==> src/serial_hash_key_candidate_check_defines.svh <==
// Assertion macros for the serial hash key candidate check.
// Used by the top level only; no dependencies.
`ifndef SERIAL_HASH_KEY_CANDIDATE_CHECK_DEFINES_SVH
`define SERIAL_HASH_KEY_CANDIDATE_CHECK_DEFINES_SVH

// implication checked on every clock edge outside reset
`define SHK_ASSERT_IMPL(lbl, clk, rst, pre, post, msg) \
   lbl: assert property (@(posedge clk) disable iff (rst) (pre) |-> (post)) else $error(msg);

// next-cycle implication checked on every clock edge outside reset
`define SHK_ASSERT_NEXT(lbl, clk, rst, pre, post, msg) \
   lbl: assert property (@(posedge clk) disable iff (rst) (pre) |=> (post)) else $error(msg);

`endif

==> src/shkcc_pkg.sv <==
// Shared types, constants and helpers for the serial hash key candidate check.
// No dependencies.
package shkcc_pkg;

   localparam int unsigned ROUNDS = 80;
   localparam int unsigned SER_LEN = 12;

   localparam logic [31:0] H0 = 32'h67452301;
   localparam logic [31:0] H1 = 32'hEFCDAB89;
   localparam logic [31:0] H2 = 32'h98BADCFE;
   localparam logic [31:0] H3 = 32'h10325476;
   localparam logic [31:0] H4 = 32'hC3D2E1F0;

   localparam logic [7:0] PFX_C = 8'h43;
   localparam logic [7:0] PFX_P = 8'h50;
   localparam logic [7:0] ASCII_ZERO = 8'h30;

   localparam logic [1:0] CSR_ALT_PREFIX = 2'd0;
   localparam logic [1:0] CSR_MATCH_VALUE = 2'd1;
   localparam logic [1:0] CSR_MATCH_LENGTH = 2'd2;

   typedef struct packed {
      logic [31:0] a;
      logic [31:0] b;
      logic [31:0] c;
      logic [31:0] d;
      logic [31:0] e;
   } hash_state_type;

   // rolling 16-word schedule window, w[0] is the word used this round
   typedef logic [15:0][31:0] sched_type;

   typedef struct packed {
      logic        is_match_chk;
      logic [23:0] match_value;
      logic [1:0]  match_length;
   } match_ctl_type;

   // character index (saturated) to ASCII, then to two hex digit bytes
   function automatic logic [15:0] char_hex(input logic [5:0] idx);
      logic [5:0] s;
      logic [7:0] ch;
      logic [3:0] hi;
      logic [3:0] lo;
      s  = (idx > 6'd35) ? 6'd35 : idx;
      ch = (s < 6'd10) ? (8'h30 + {2'b00, s}) : (8'h37 + {2'b00, s});
      hi = ch[7:4];
      lo = ch[3:0];
      char_hex[15:8] = (hi < 4'd10) ? (8'h30 + {4'h0, hi}) : (8'h37 + {4'h0, hi});
      char_hex[7:0]  = (lo < 4'd10) ? (8'h30 + {4'h0, lo}) : (8'h37 + {4'h0, lo});
   endfunction

   // two decimal digit bytes from a 7-bit value (tens digit may pass '9')
   function automatic logic [15:0] dec_pair(input logic [6:0] v);
      logic [3:0] tens;
      logic [6:0] rem;
      tens = (v >= 7'd120) ? 4'd12 : (v >= 7'd110) ? 4'd11 : (v >= 7'd100) ? 4'd10 :
             (v >= 7'd90) ? 4'd9 : (v >= 7'd80) ? 4'd8 : (v >= 7'd70) ? 4'd7 :
             (v >= 7'd60) ? 4'd6 : (v >= 7'd50) ? 4'd5 : (v >= 7'd40) ? 4'd4 :
             (v >= 7'd30) ? 4'd3 : (v >= 7'd20) ? 4'd2 : (v >= 7'd10) ? 4'd1 : 4'd0;
      rem = v - ({3'b000, tens} * 7'd10);
      dec_pair = {ASCII_ZERO + {4'h0, tens}, ASCII_ZERO + {1'b0, rem}};
   endfunction

   function automatic logic [31:0] round_k(input int unsigned r);
      if (r < 20)      round_k = 32'h5A827999;
      else if (r < 40) round_k = 32'h6ED9EBA1;
      else if (r < 60) round_k = 32'h8F1BBCDC;
      else             round_k = 32'hCA62C1D6;
   endfunction

endpackage

==> src/shkcc_round_cell.sv <==
// One SHA-1 round cell: a register stage holding working state and schedule.
// Depends on shkcc_pkg.
module shkcc_round_cell #(
   parameter int unsigned ROUND = 0
) (
   input  logic                     clock,
   input  logic                     reset,
   input  logic                     vld_in,
   input  shkcc_pkg::hash_state_type st_in,
   input  shkcc_pkg::sched_type     w_in,
   input  shkcc_pkg::match_ctl_type ctl_in,
   output logic                     vld_out,
   output shkcc_pkg::hash_state_type st_out,
   output shkcc_pkg::sched_type     w_out,
   output shkcc_pkg::match_ctl_type ctl_out
);
   import shkcc_pkg::*;

   localparam logic [31:0] K = round_k(ROUND);

   logic           vld_ff;
   hash_state_type st_ff, st_in_nx;
   sched_type      w_ff, w_in_nx;
   match_ctl_type  ctl_ff;
   logic [31:0]    f;
   logic [31:0]    nw;

   always_comb begin
      if (ROUND < 20)      f = (st_in.b & st_in.c) | (~st_in.b & st_in.d);
      else if (ROUND < 40) f = st_in.b ^ st_in.c ^ st_in.d;
      else if (ROUND < 60) f = (st_in.b & st_in.c) | (st_in.b & st_in.d) | (st_in.c & st_in.d);
      else                 f = st_in.b ^ st_in.c ^ st_in.d;
      st_in_nx.a = {st_in.a[26:0], st_in.a[31:27]} + f + st_in.e + K + w_in[0];
      st_in_nx.b = st_in.a;
      st_in_nx.c = {st_in.b[1:0], st_in.b[31:2]};
      st_in_nx.d = st_in.c;
      st_in_nx.e = st_in.d;
      // next schedule word w[i+16] from the window
      nw = w_in[13] ^ w_in[8] ^ w_in[2] ^ w_in[0];
      w_in_nx = {{nw[30:0], nw[31]}, w_in[15:1]};
   end

   always_ff @(posedge clock) begin
      if (reset) begin
         vld_ff <= 1'b0;
      end else begin
         vld_ff <= vld_in;
      end
      st_ff  <= st_in_nx;
      w_ff   <= w_in_nx;
      ctl_ff <= ctl_in;
   end

   assign vld_out = vld_ff;
   assign st_out  = st_ff;
   assign w_out   = w_ff;
   assign ctl_out = ctl_ff;
endmodule

==> config.mk <==
export PLATFORM = sky130hd
export DESIGN_NAME = shkcc_round_cell
export DESIGN_NICKNAME = d
export VERILOG_FILES = /design/src/serial_hash_key_candidate_check_defines.svh /design/src/shkcc_pkg.sv /design/src/shkcc_round_cell.sv
export SDC_FILE = /design/constraint.sdc
export NUM_CORES = 1
export LEC_CHECK = 0
export BUFFER_PORTS_ARGS = -buffer_cell sky130_fd_sc_hd__clkbuf_2
export CAP_MARGIN = 20
export CORE_AREA = 2 2 552 554
export CTS_CLUSTER_DIAMETER = 30
export DETAILED_ROUTE_END_ITERATION = 10
export DIE_AREA = 0 0 554 556
export PLACE_DENSITY_LB_ADDON = 0.1
export SLEW_MARGIN = 15
export SYNTH_ARGS = -nofsm -noshare
export SYNTH_HDL_FRONTEND = slang
export SYNTH_SLANG_ARGS = --single-unit
==> constraint.sdc <==
create_clock -name clock -period 6.58 [get_ports clock]
set_clock_uncertainty 0.2 [all_clocks]
set_input_delay 1.974 -clock clock [delete_from_list [all_inputs] [get_ports clock]]
set_output_delay 1.974 -clock clock [all_outputs]
set_load 0.03 [all_outputs]
# After elaboration in Yosys (flattened, before gate mapping)
# Cells that the tools add are included.
[totals] out_inout_bits=700 mem_count=0 latch_bits=0 mem_bits_rw=0 in_bits=702 romBits=0 wordCells=36 reg_bits=700
[classes] n_bitwise=7 n_reduce_logical=0 multipliers=0 n_mux=0 addsub=4 shift=0 eq_ne=0 magnitude_cmp=0 div_mod_pow=0
[ops] op="adder 32 bit" count=3
[ops] op="XOR 32 bit" count=3
[ops] op="AND 32 bit" count=2
[ops] op="adder 32 x 31 -> 32 bit (second input constant)" count=1
[ops] op="inverter 32 bit" count=1
[ops] op="bitwise OR 32 bit" count=1

# Logic depth before layout (Yosys ltp)
[logic_depth] depth_word=7 depth_mapped=16 mapped_depth_nobuf=15

# Least setup slack after synthesis
# OpenSTA, ideal clock, no wires.
[synth_timing] kind="input to register" startpoint="in st_in[1] (netlist bit)" endpoint="reg st_ff (netlist bit st_out[159])" path_buffers=0 t_arrival_ns=5.086 setup_time_ns=0.121 slack_ns=1.174 required_ns=6.259 cell_stages=15 cell_sequence="inv_1 fa_1 fa_1 inv_1 ha_1 ha_1 inv_1 fa_1 nand2b_1 a21oi_1 o2111a_2 o31ai_4 o41ai_2 a21oi_2 xnor2_1"
[synth_lines] element="from (decl)" line="shkcc_round_cell.sv:9" text="input shkcc_pkg::hash_state_type st_in,"
[synth_lines] element="to (signal assigned)" line="shkcc_round_cell.sv:49" text="st_ff <= st_in_nx;"
[synth_lines] element="to (decl)" line="shkcc_round_cell.sv:22" text="hash_state_type st_ff, st_in_nx;"

==> flow_summary.yaml <==
critical_path:
  crit_slowest_cell: "fa_1"
  cpLargestDelayFamily: "adder cells"
  critical_path_class: "in -> reg"
  cp-start-kind: "primary input"
  end_kind: "flop"
  worstPathBufferInverterCount: 4
  critical_path_peak_fanout: 3
  worst-endpoint-required_ns: 7.05
  worst_path_largest_cell_delay_ns: 0.54
  cp_data_arrival_time_ns: 5.92
  critical_path.cell_chain: "clkbuf_2, inv_1, fa_1, fa_1, inv_1, ha_1, ha_1, inv_1, fa_1, nand2b_1, a21oi_1, o2111a_2, o31ai_4, o41ai_2, a21oi_2, xnor2_1"
logic_synthesis:
  postSynthRegisterBits: 700
  synthTopCellsByCount: "dfxtp_1 (700), inv_1 (165), xnor2_1 (87)"
  synthMostInstantiatedCell: "dfxtp_1"
  synth_top_cells_by_area: "dfxtp_1 (73%), fa_1 (6.4%), ha_1 (4.1%)"
  synth_compound_gate_area_share_pct: 3.39
  async_set_or_reset_register_ratio_after_synthesis_pct: 0
  synth.yosys.seq_area_share_pct: 72.9
  multiplexer_share_of_the_synthesized_area_pct: 1.91
  post_synth.cell_area_avg_um2: 14.4
  post_synth_fa_ha_maj_area_fraction_pct: 10.4
  post_synth_instance_area_um2: 19200
  synthDistinctLibCells: 47
  synth_warnings: 0
  synth-simple-area-share_pct: 2.12
  main_combinational_cell_family_by_area_after_synthesis: "adder cells"
  synth_flop_cell: "dfxtp_1"
  syn_inst: 1340
  synth_xor_area_share_pct: 5.78
  synth_largest_type_area_fraction_pct: 72.9
  synth-edff-count: 0
  synth_top_area_cell: "dfxtp_1"
  syn_nets: 2166
routing:
  vias: 17500
  drtPass1Iterations: 4
  drt_wl_total_um: 173000
  drt_iter0_markers: 501
  avgViaCountPerCell: 2.41
  wl_per_cell_um: 23.8
  route.antenna.remaining_nets: 0
  drc_violation_count_after_routing: 0
clock_tree:
  cts.reportedPaths.clkPinSlew_ns: 0.05
  numCtsBuffers: 289
  cts-hold-fix-buffers: 0
  clock-sinks: 700
  post_cts_resized: 0
  cts_root_buffer: "clkbuf_16"
  postCtsSetupRepairBufs: 0
  cts-root-to-sink-buffers: 4
  clock_tree.htree_level_count: 5
  cts_tree: "done"
sta:
  final.period_utilization_pct: 82.9
  grt_setup_unrepaired: "no"
  period_needed_ns: 5.45
  setup_violations: 0
  timing_worst_slew_pin_value_ns: 0.829
  max_freq_mhz: 183
  final_critical_path_setup_slack_ns: 1.13
  totalNegativeSetupSlack_ns: 0
  worst_slew_margin_rel_pct: 43.1
  final-max-slew-violation-count: 0
  finalHoldViolations: 0
final_layout:
  areaGrowthSynthToFinish_pct: 115
  post-route-cell-area_um2: 41300
  fill_cells: 34200
  finish.net_count: 3851
  drive_above_1_share_pct: 58.6
  finalCoreUtilization_pct: 13.7
power:
  worst_ir_drop_on_vdd_mv: 0.214
  power_leakage_nw: 19.4
  power_density_nw_per_um2: 531
global_route:
  grt.total_usage_pct: 10.8
  grt_first_pass_wirelength_um: 213000
  grt_max_degree: 14
  grt_overflow_total: 0
  grt_pass1_vias: 19500
  antenna_found_initial: 131
flow_run:
  timing.max_cap.violations: 0
floorplan:
  die_width_um: 554
  die_area_um2: 308000
  fp-row-count: 202
  fp.coreArea_um2: 302000
  initial_core_util_pct: 6.37
  overall_die_height_um: 556
  total_i_o_pin_count: 1402
outcome:
  outcome: "completed"
place:
  placedInstanceArea_um2: 31200
  dp_slack_ns: 0.209
  gpl.final_weighted_congestion: 0.816
  numPortBuffers: 1401
  hpwl_after_dpl_um: 151000
worst_hold_path:
  min_path_type: "in -> reg"
[sequential cells by signal, summed over array words and instances (netlist names)]
name / count
w_out: 512
vld_out: 1
ctl_out: 27
st_out: 160
[cell families (layout without fill, tap and decap cells)]
group | Yosys count | count (layout)
buffers and inverters | 176 | 2086
DFF | 700 | 700
and+or+nand+nor | 81 | 81
adders and majority gates | 124 | 124
xor gates and xnor gates | 127 | 127
AOI/OAI and AO/OA | 98 | 98
muxes | 34 | 34
other | 0 | 25
[final cells by class]
type	instances	area [um2]	share of cell area, %
sequential	700	14000	33.9
clock buffer	415	8510	20.6
timing repair buffer	1405	7040	17.0
tap	3978	4980	12.1
multi-input combinational	464	4550	11.0
clock inverter	101	1530	3.70
inverter	165	619	1.50
antenna	25	62.6	0.151
[metal layers]
metal,GRT usage (%),wire (um),up-vias
li1,-,-,7785
met4,3.50,5100,68
met1,10.8,60800,8016
met3,6.24,21300,393
met2,18.8,84900,1220
met5,0,464,-
[worst paths after layout]
path,cells past startpoint,from,end
setup / recovery,16,st_in[1],st_out[159]$_DFF_P_
hold / removal,1,w_in[175],w_out[143]$_DFF_P_
[where the power goes]
part	internal (mW)	switching [mW]	total, mW	leakage [nW]
registers	4.64	0.106	4.74	5.91
logic	1.02	2.37	3.39	8.50
clock network	9.94	3.87	13.8	4.94
total	15.6	6.34	21.9	19.4
[cell usage in the layout (no fill, tap or decap), types with 10 or more instances in the layout]
cell type  instances
mux2i_1           12
xnor2_1           87
nand3_1           10
fa_1              61
clkbuf_2        1401
inv_1            165
diode_2           25
clkbuf_8          74
clkinv_2          45
nor2_1            18
o21ai_0           12
ha_1              63
xor2_1            40
clkbuf_16        292
mux2_2            22
clkbuf_1          49
nand2_1           20
dfxtp_1          700
a21oi_1           34
bufinv_16         27
[through the flow]
stage / power [mW] / hold slack (ns) / std cells
final: 21.9 / 1.01 / 7253
after global routing: 22.9 / 0.938 / 7229
after CTS: 22.6 / 0.894 / 7228
after detailed placement: 8.39 / 1.88 / 6712
after global placement: 8.43 / 1.88 / 6712
after floorplan: 6.64 / 1.80 / 1340
Note: power is estimated with default switching activity, not from simulation.
